$ cat src/tlp_pkg.sv
// shared types and constants for the ternary literal parser
// no dependencies
`default_nettype none

package tlp_pkg;

	localparam int WORD_BITS = 64;

	localparam logic [7:0] CH_ZERO  = 8'h30;
	localparam logic [7:0] CH_NINE  = 8'h39;
	localparam logic [7:0] CH_LA    = 8'h61;
	localparam logic [7:0] CH_LF    = 8'h66;
	localparam logic [7:0] CH_UA    = 8'h41;
	localparam logic [7:0] CH_UF    = 8'h46;
	localparam logic [7:0] CH_STAR  = 8'h2a;
	localparam logic [7:0] CH_UNDER = 8'h5f;
	localparam logic [7:0] CH_LX    = 8'h78;
	localparam logic [7:0] CH_UX    = 8'h58;
	localparam logic [7:0] CH_LO    = 8'h6f;
	localparam logic [7:0] CH_UO    = 8'h4f;
	localparam logic [7:0] CH_LB    = 8'h62;
	localparam logic [7:0] CH_UB    = 8'h42;

	typedef enum logic [1:0] {
		RX_DEC = 2'd0,
		RX_HEX = 2'd1,
		RX_OCT = 2'd2,
		RX_BIN = 2'd3
	} radix_t;

	typedef enum logic [1:0] {
		PH_START = 2'd0,
		PH_ZERO  = 2'd1,
		PH_BODY  = 2'd2
	} phase_t;

	typedef struct packed {
		logic       is_digit;
		logic [3:0] digit;
		logic       is_under;
		logic       is_star;
		logic       is_zero;
		logic       is_prefix;
		radix_t     prefix_radix;
	} char_class_t;

endpackage

`default_nettype wire

$ cat src/tlp_char_decode.sv
// character classifier: digit value, separators, wildcard and radix prefix letters
// depends on tlp_pkg
`default_nettype none

module tlp_char_decode (
	input  wire logic [7:0]          ch,
	output tlp_pkg::char_class_t     cls
);

	always_comb begin
		cls = '0;
		cls.prefix_radix = tlp_pkg::RX_DEC;
		if (ch >= tlp_pkg::CH_ZERO && ch <= tlp_pkg::CH_NINE) begin
			cls.is_digit = 1'b1;
			cls.digit = 4'(ch - tlp_pkg::CH_ZERO);
		end else if (ch >= tlp_pkg::CH_LA && ch <= tlp_pkg::CH_LF) begin
			cls.is_digit = 1'b1;
			cls.digit = 4'(ch - tlp_pkg::CH_LA + 8'd10);
		end else if (ch >= tlp_pkg::CH_UA && ch <= tlp_pkg::CH_UF) begin
			cls.is_digit = 1'b1;
			cls.digit = 4'(ch - tlp_pkg::CH_UA + 8'd10);
		end
		cls.is_under = (ch == tlp_pkg::CH_UNDER);
		cls.is_star  = (ch == tlp_pkg::CH_STAR);
		cls.is_zero  = (ch == tlp_pkg::CH_ZERO);
		if (ch == tlp_pkg::CH_LX || ch == tlp_pkg::CH_UX) begin
			cls.is_prefix = 1'b1;
			cls.prefix_radix = tlp_pkg::RX_HEX;
		end else if (ch == tlp_pkg::CH_LO || ch == tlp_pkg::CH_UO) begin
			cls.is_prefix = 1'b1;
			cls.prefix_radix = tlp_pkg::RX_OCT;
		end else if (ch == tlp_pkg::CH_LB || ch == tlp_pkg::CH_UB) begin
			cls.is_prefix = 1'b1;
			cls.prefix_radix = tlp_pkg::RX_BIN;
		end
	end

endmodule

`default_nettype wire

$ cat src/tlp_accum.sv
// literal state machine and the two accumulated words; result formed combinationally
// depends on tlp_pkg
`default_nettype none

module tlp_accum (
	input  wire logic                           clk,
	input  wire logic                           arst_n,
	input  wire logic                           step,
	input  wire logic                           end_req,
	input  tlp_pkg::char_class_t                cls,
	output logic                                res_ok,
	output logic [tlp_pkg::WORD_BITS-1:0]       res_zero,
	output logic [tlp_pkg::WORD_BITS-1:0]       res_one
);

	tlp_pkg::phase_t phase_q, phase_d;
	tlp_pkg::radix_t radix_q, radix_d;
	logic [tlp_pkg::WORD_BITS-1:0] zero_q, zero_d;
	logic [tlp_pkg::WORD_BITS-1:0] one_q, one_d;
	logic failed_q, failed_d;

	tlp_pkg::radix_t take_rx;
	logic do_take;
	logic [3:0] dmask;
	logic [3:0] dval;
	logic [3:0] xval;
	logic [tlp_pkg::WORD_BITS-1:0] one_shift;
	logic [tlp_pkg::WORD_BITS-1:0] zero_shift;
	logic eff_dec;

	// next state
	always_comb begin
		phase_d = phase_q;
		radix_d = radix_q;
		if (step) begin
			if (end_req) begin
				phase_d = tlp_pkg::PH_START;
				radix_d = tlp_pkg::RX_DEC;
			end else begin
				unique case (phase_q)
					tlp_pkg::PH_START: begin
						if (cls.is_zero) begin
							phase_d = tlp_pkg::PH_ZERO;
						end else begin
							phase_d = tlp_pkg::PH_BODY;
							radix_d = tlp_pkg::RX_DEC;
						end
					end
					tlp_pkg::PH_ZERO: begin
						phase_d = tlp_pkg::PH_BODY;
						radix_d = cls.is_prefix ? cls.prefix_radix : tlp_pkg::RX_DEC;
					end
					default: begin
						phase_d = phase_q;
					end
				endcase
			end
		end
	end

	// digit accumulation
	always_comb begin
		take_rx = (phase_q == tlp_pkg::PH_START || phase_q == tlp_pkg::PH_ZERO) ?
			tlp_pkg::RX_DEC : radix_q;
		do_take = step && !end_req && !failed_q &&
			!(phase_q == tlp_pkg::PH_START && cls.is_zero) &&
			!(phase_q == tlp_pkg::PH_ZERO && cls.is_prefix);
		unique case (take_rx)
			tlp_pkg::RX_HEX: begin
				dmask = 4'hf;
				one_shift = one_q << 4;
				zero_shift = zero_q << 4;
			end
			tlp_pkg::RX_OCT: begin
				dmask = 4'h7;
				one_shift = one_q << 3;
				zero_shift = zero_q << 3;
			end
			tlp_pkg::RX_BIN: begin
				dmask = 4'h1;
				one_shift = one_q << 1;
				zero_shift = zero_q << 1;
			end
			default: begin
				dmask = 4'h9;
				one_shift = (one_q << 3) + (one_q << 1);
				zero_shift = zero_q;
			end
		endcase
		dval = cls.is_star ? dmask : cls.digit;
		xval = cls.is_star ? dmask : (cls.digit ^ dmask);

		zero_d = zero_q;
		one_d = one_q;
		failed_d = failed_q;
		if (step && end_req) begin
			zero_d = '0;
			one_d = '0;
			failed_d = 1'b0;
		end else if (do_take && !cls.is_under) begin
			if (cls.is_digit || (cls.is_star && take_rx != tlp_pkg::RX_DEC)) begin
				one_d = one_shift | {{(tlp_pkg::WORD_BITS-4){1'b0}}, dval};
				if (take_rx != tlp_pkg::RX_DEC) begin
					zero_d = zero_shift | {{(tlp_pkg::WORD_BITS-4){1'b0}}, xval};
				end
			end else begin
				failed_d = 1'b1;
			end
		end
	end

	// result for an end word
	always_comb begin
		eff_dec = (phase_q == tlp_pkg::PH_ZERO) || (radix_q == tlp_pkg::RX_DEC);
		res_ok = !failed_q;
		if (failed_q) begin
			res_zero = '0;
			res_one = '0;
		end else begin
			res_one = one_q;
			res_zero = eff_dec ? ~one_q : zero_q;
		end
	end

	always_ff @(posedge clk or negedge arst_n) begin
		if (!arst_n) begin
			phase_q <= tlp_pkg::PH_START;
			radix_q <= tlp_pkg::RX_DEC;
			zero_q <= '0;
			one_q <= '0;
			failed_q <= 1'b0;
		end else begin
			phase_q <= phase_d;
			radix_q <= radix_d;
			zero_q <= zero_d;
			one_q <= one_d;
			failed_q <= failed_d;
		end
	end

endmodule

`default_nettype wire

$ cat src/ternary_literal_parser.sv
// Ternary literal parser: takes one character word per cycle and, on a word with end_req
// set, delivers ok, may_be_zero and may_be_one. Each word passes an input register and
// combinational classify-and-accumulate logic; the result for an end word is then
// registered in the output register; one word is taken every cycle, and input stalls
// only while an end word waits behind a full output register.
// depends on tlp_pkg, tlp_char_decode, tlp_accum
`default_nettype none

module ternary_literal_parser (
	input  wire logic                           clk,
	input  wire logic                           arst_n,
	input  wire logic                           in_valid,
	output logic                                in_ready,
	input  wire logic [7:0]                     ch,
	input  wire logic                           end_req,
	output logic                                out_valid,
	input  wire logic                           out_ready,
	output logic                                ok,
	output logic [tlp_pkg::WORD_BITS-1:0]       may_be_zero,
	output logic [tlp_pkg::WORD_BITS-1:0]       may_be_one
);

	logic valid_s1;
	logic [7:0] ch_s1;
	logic end_s1;
	logic adv;
	logic step;
	logic in_fire;
	tlp_pkg::char_class_t cls;
	logic res_ok;
	logic [tlp_pkg::WORD_BITS-1:0] res_zero;
	logic [tlp_pkg::WORD_BITS-1:0] res_one;
	logic out_valid_q;

	assign adv = !end_s1 || !out_valid_q || out_ready;
	assign step = valid_s1 && adv;
	assign in_ready = !valid_s1 || adv;
	assign in_fire = in_valid && in_ready;
	assign out_valid = out_valid_q;

	always_ff @(posedge clk or negedge arst_n) begin
		if (!arst_n) begin
			valid_s1 <= 1'b0;
		end else if (in_fire) begin
			valid_s1 <= 1'b1;
		end else if (adv) begin
			valid_s1 <= 1'b0;
		end
	end

	always_ff @(posedge clk) begin
		if (in_fire) begin
			ch_s1 <= ch;
			end_s1 <= end_req;
		end
	end

	tlp_char_decode u_decode (
		.ch  (ch_s1),
		.cls (cls)
	);

	tlp_accum u_accum (
		.clk      (clk),
		.arst_n   (arst_n),
		.step     (step),
		.end_req  (end_s1),
		.cls      (cls),
		.res_ok   (res_ok),
		.res_zero (res_zero),
		.res_one  (res_one)
	);

	always_ff @(posedge clk or negedge arst_n) begin
		if (!arst_n) begin
			out_valid_q <= 1'b0;
		end else if (step && end_s1) begin
			out_valid_q <= 1'b1;
		end else if (out_ready) begin
			out_valid_q <= 1'b0;
		end
	end

	always_ff @(posedge clk) begin
		if (step && end_s1) begin
			ok <= res_ok;
			may_be_zero <= res_zero;
			may_be_one <= res_one;
		end
	end

`ifndef SYNTHESIS
	a_stall_cause: assert property (@(posedge clk) disable iff (!arst_n)
		!in_ready |-> (valid_s1 && end_s1 && out_valid_q && !out_ready))
		else $error("input stalled without a blocked end word");

	a_fail_zero: assert property (@(posedge clk) disable iff (!arst_n)
		(out_valid && !ok) |-> (may_be_zero == '0 && may_be_one == '0))
		else $error("failed result carries nonzero words");

	a_result_source: assert property (@(posedge clk) disable iff (!arst_n)
		$rose(out_valid) |-> $past(valid_s1 && end_s1))
		else $error("result without an end word");

	a_no_overwrite: assert property (@(posedge clk) disable iff (!arst_n)
		(out_valid && !out_ready) |=> out_valid)
		else $error("pending result dropped");
`endif

endmodule

`default_nettype wire

$ cat config.mk
export PLATFORM = sky130hd
export DESIGN_NAME = ternary_literal_parser
export DESIGN_NICKNAME = d
export VERILOG_FILES = /design/src/tlp_pkg.sv /design/src/tlp_char_decode.sv /design/src/tlp_accum.sv /design/src/ternary_literal_parser.sv
export SDC_FILE = /design/constraint.sdc
export NUM_CORES = 1
export LEC_CHECK = 0
export ABC_AREA = 1
export BUFFER_PORTS_ARGS = -buffer_cell sky130_fd_sc_hd__buf_2
export CORE_ASPECT_RATIO = 1.75
export CORE_UTILIZATION = 55
export DETAILED_ROUTE_END_ITERATION = 8
export GPL_TIMING_DRIVEN = 0
export MAX_ROUTING_LAYER = met4
export PLACE_DENSITY = 0.78
export SLEW_MARGIN = 30
export SYNTH_ARGS = -nofsm -noshare
export SYNTH_HDL_FRONTEND = slang
export SYNTH_SLANG_ARGS = --single-unit
$ cat constraint.sdc
create_clock -name clk -period 13.99 [get_ports clk]
set_clock_uncertainty 0.05 [all_clocks]
set_input_delay 2.0985 -clock clk [delete_from_list [all_inputs] [get_ports clk]]
set_output_delay 2.0985 -clock clk [all_outputs]
set_load 0.1 [all_outputs]
; After elaboration in Yosys (flattened, before gate mapping)
; Cells that the tools add are included.
[classes]
bitwise_logic = 4
reduce_logical = 44
n_lt_le_gt_ge = 6
n_mux = 34
eq_ne = 15
addsub = 6
[ops]
columns = cell, n
row1 = two-way mux 64 bit, 8
row2 = one-hot mux 64 bit (3 select lines), 2
row3 = bitwise OR 64 x 4 -> 64 bit, 2
row4 = adder 64 bit, 1
row5 = NOT 64 bit, 1
row6 = "equality test 8 x 7 -> 1 bit, second input constant", 7
row7 = "equality test 8 x 6 -> 1 bit, second input constant", 2
row8 = ">= comparator 8 x 7 -> 1 bit, second input constant", 2
row9 = "<= comparator 8 x 7 -> 1 bit, second input constant", 2
row10 = two-way mux 5 bit, 3
row11 = logical AND 1 bit, 14
row12 = two-way mux 2 bit, 6
row13 = one-hot mux 4 bit (3 select lines), 1
row14 = nonzero test 2 bit, 6
row15 = "subtractor 4 x 1 -> 4 bit, second input constant", 3
row16 = logical OR 1 bit, 9
row17 = two-way mux 3 bit, 3
row18 = "adder 4 bit, second input constant", 2
row19 = ">= comparator 8 x 6 -> 1 bit, second input constant", 1
row20 = "<= comparator 8 x 6 -> 1 bit, second input constant", 1
row21 = two-way mux 4 bit, 2
row22 = one-hot mux 2 bit (2 select lines), 2
row23 = zero test 1 bit, 7
row24 = two-way mux 1 bit, 7
row25 = other kinds (9), 15
[totals]
output_inout_bits = 131
regBits = 273
elab_cells = 121

; Depth between registers and ports, before layout
[logic_depth]
depth_word = 12
depth_mapped = 17

; By module
; Synthesis repeated with hierarchy kept, for this count alone.
[unflattened]
hier_cells = 2630
hier_area_um2 = 19134.6
[by_module_without_submodules]
columns = module, area_per_inst_um2, cells_per_inst, n_inst
row1 = tlp_accum, 14599.0, 2423, 1
row2 = ternary_literal_parser, 4251.6, 152, 1
row3 = tlp_char_decode, 284.0, 55, 1

; Worst setup path after synthesis
; No wires, ideal clock.
[synth_path]
path_kind = input to register
start = input out_ready
end = register may_be_one[0] in the netlist's numbering, enable pin
path_buffers = 1
t_arrival_ps = 6155
stages = 5
slack_ps = 7240
cell_sequence = o31ai_2 inv_1 nand2_2 inv_2 clkbuf_1
[synth_via]
elab_chain_cells = 3
[synth_lines]
columns = item, line_no
row1 = start: declaration, ternary_literal_parser.sv:17  ; input wire logic out_ready,
row2 = logical OR 1 bit, ternary_literal_parser.sv:35  ; assign adv = !end_s1 || !out_valid_q || out_ready;
row3 = logical AND 1 bit, ternary_literal_parser.sv:36  ; assign step = valid_s1 && adv;
row4 = logical AND 1 bit, ternary_literal_parser.sv:85  ; if (step && end_s1) begin
row5 = end signal: assignment, ternary_literal_parser.sv:88  ; may_be_one <= res_one;
row6 = end: declaration, ternary_literal_parser.sv:20  ; output logic [tlp_pkg::WORD_BITS-1:0] may_be_one
; Every way passes these cells.
; A chain may end at the register's enable or synchronous reset.

; Worst setup path in the final report
[layout_path]
start = input out_ready
end = output in_ready
[layout_via]
elab_chain_cells = 2
[layout_lines]
columns = item, line_no
row1 = logical OR 1 bit, ternary_literal_parser.sv:35
row2 = logical OR 1 bit, ternary_literal_parser.sv:37  ; assign in_ready = !valid_s1 || adv;
row3 = end: declaration, ternary_literal_parser.sv:13  ; output logic in_ready,
; Every way passes these cells.

==> impl_metrics.ini <==
[outcome]
status = complete, no violations

[setup_path]
cp.buffers_inverters = 2
rr_startpoint = u_accum.one_q[2]
path_depth = 4
end_kind = output port
critPathMaxFanout = 3
r2r_slack_ps = 10210
crit_top_cell = buf_2
arrival_ps = 2820
worstSetupStartpointType = input pin
crit_start = out_ready
slowest_stage = buf_2
rr_worst_depth = 15
critical_path_class = in -> out
crit_chain = buf_2 > nor2_1 > nand3_1 > buf_2
crit_family = buffers and inverters
worstPathRequired_ps = 11840
max_stage_delay_ps = 450
critPathCapture = in_ready
rr_endpoint = u_accum.one_q[53]

[clock_tree]
clock-sinks = 273
cts_tree = done
cts_buffers = 26
clockRootBuffer = clkbuf_16
htree_levels = 1
clockBufferDepth = 3
clkSlewWorstSetupHoldPaths_ps = 70
insertion_delay_ps = 570
hold_buffers = 0
cts_setup_buffers = 0
cts_resized = 0

[die]
die_width_um = 143
core_um2 = 34300
num_io_pins = 144
rows = 90
die_height_um = 249
initial_utilization_pct = 55.8
die_area_um2 = 35600

[power]
p_leak_nw = 10.5
finalPower_mw = 2.73
powerDensity_nw_per_um2 = 128
peakVddDrop_v = 0.000105

[global_routing]
grt_pass1_wl_mm = 119
grt_util_all_layers_pct = 47.5
antenna_found_initial = 1
grt_pass1_vias = 20100
grt_max_degree = 72
overflow = 0

[drt]
wl_per_cell_um = 23.9
finalWirelength_mm = 81.3
antenna_left = 0
dr.first_iter.drc_count = 2230
vias_per_cell = 6.13
drc = 0
vias = 20800
drt_pass1_iterations = 8

[run]
cap_viol_max_count = 0

[worst_hold_path]
worst_hold_path_type = reg -> reg

[synthesis]
synth_warnings = 0
synthTopCellsByArea = edfxtp_1, dfrtp_1, nand2_1
synthMostInstantiatedCell = nand2_1
syn-num-nets = 2823
synth_top_area_share_pct = 21.6
ys_types = 45
syn-instance-count = 2741
synthArstFlopShare_pct = 49.5
synth.avg_cell_area_um2 = 6.99
ys_top_cells_by_count = nand2_1, inv_1, a21oi_1
synth_area_um2 = 19200
synth_area_leader_cell = edfxtp_1
synth_seq_cells = 273
yosysSeqAreaShare_pct = 39.2
ys.flop_type = edfxtp_1
synth_edf_count = 138

[sta]
hold_violations = 0
clock.fmax_ghz = 0.201
final-max-slew-violation-count = 0
max_slew_margin_pct = 33.1
min_period_ps = 4970
worst_pin_slew_ps = 1000
fin_crit_sh_pct = 35.5
rsz0062_at_grt = no
fin_setup_tns_ps = 0
setup_viol = 0

[layout]
final_cells = 3396
area_delta_synth_final_pct = 11.7
drive_above_1_share_pct = 8.18
finalNetCount = 2997

[placed_design]
dpl.cell_count = 3347
place_congestion = 1.07
io_buffers = 143
dp_hpwl_mm = 62.7
cells in the final DEF, fill, tap and decap left out, drive strengths merged, types with 5 or more instances in the layout:
cell type  count
a21oi        220
a221oi        33
a22o          56
buf          171
clkbuf       131
clkinv        12
dfrtp        135
edfxtp       138
ha            68
inv          406
nand2        821
nand3        191
nand4         12
nor2         219
nor3          74
o21ai        161
o21bai        12
o221ai        14
o22ai         25
xnor2          5
xor2           9
cells by family after synthesis:
group,count (synthesis),share of synthesized area (%)
buf+inv,530,10.8
xor+xnor,14,0.640
simple gates,1324,28.2
compound gates,531,16.6
fa+ha+maj,69,4.54
flops,273,39.2
per-layer routing:
| metal | wire [um] | track usage [%] | vias to the layer above |
|---|---|---|---|
| met2 | 37500 | 74.7 | 1488 |
| li1 | - | - | 9368 |
| met5 | 0 | - | - |
| met4 | 11900 | 54.4 | 0 |
| met1 | 24000 | 43.9 | 9338 |
| met3 | 7850 | 11.0 | 623 |
per-stage QoR:
stage / utilization [%] / hold WS [ps] / setup slack [ps] / area (um2)
after floorplan: - / 387 / 7240 / 19200
after global placement: 59.6 / 436 / 5640 / 20500
after detailed placement: 59.8 / 438 / 9030 / 20600
after CTS: 62.3 / 455 / 9020 / 21400
after global routing: 62.3 / 507 / 9000 / 21400
final: 62.3 / 455 / 9020 / 21400
worst min path at each step:
stage / start / to / slack (ps) / cells after the start
2_1_floorplan: u_accum.zero_q[63] / u_accum.zero_q[63] / 390 / 2
3_3_place_gp: u_accum.zero_q[63] / u_accum.zero_q[63] / 440 / 2
3_5_place_dp: u_accum.zero_q[63] / u_accum.zero_q[63] / 440 / 2
4_1_cts: u_accum.zero_q[63] / u_accum.zero_q[63] / 460 / 2
5_1_grt: u_accum.zero_q[63] / u_accum.zero_q[63] / 510 / 2
6_report: u_accum.zero_q[63] / u_accum.zero_q[63] / 450 / 2
power by group:
group	internal [mW]	total (mW)	switching, mW
Clock	0.390	0.732	0.342
Sequential	0.990	1.17	0.182
Combinational	0.183	0.827	0.644
Total	1.56	2.73	1.17
area by class of cell:
class / instances / area [um2]
fillers: 3099 / 12900
multi-input cells: 1938 / 9580
flip-flops and latches: 273 / 7520
inverters: 403 / 1520
repair buffers: 146 / 801
clock buffers: 29 / 672
well taps: 460 / 576
plain buffers: 127 / 558
clock inverters: 19 / 185
diodes: 1 / 2.50
flip-flops by register name (all words and copies together), names as in the netlist:
signal,cells
u_accum.radix_q,2
may_be_zero,64
may_be_one,64
end_s1,1
ok,1
u_accum.failed_q,1
ch_s1,8
valid_s1,1
u_accum.one_q,64
u_accum.zero_q,64
u_accum.phase_q,2
out_valid,1
worst reg2reg max path: cells and delay by family, from the launching register on:
kind                       cells  cell delay (ps)
and+or+nand+nor               11             1790
adders and majority gates      2             1040
DFF                            1              580
buffers and inverters          2              240
Power figures use the tool's default switching activity.
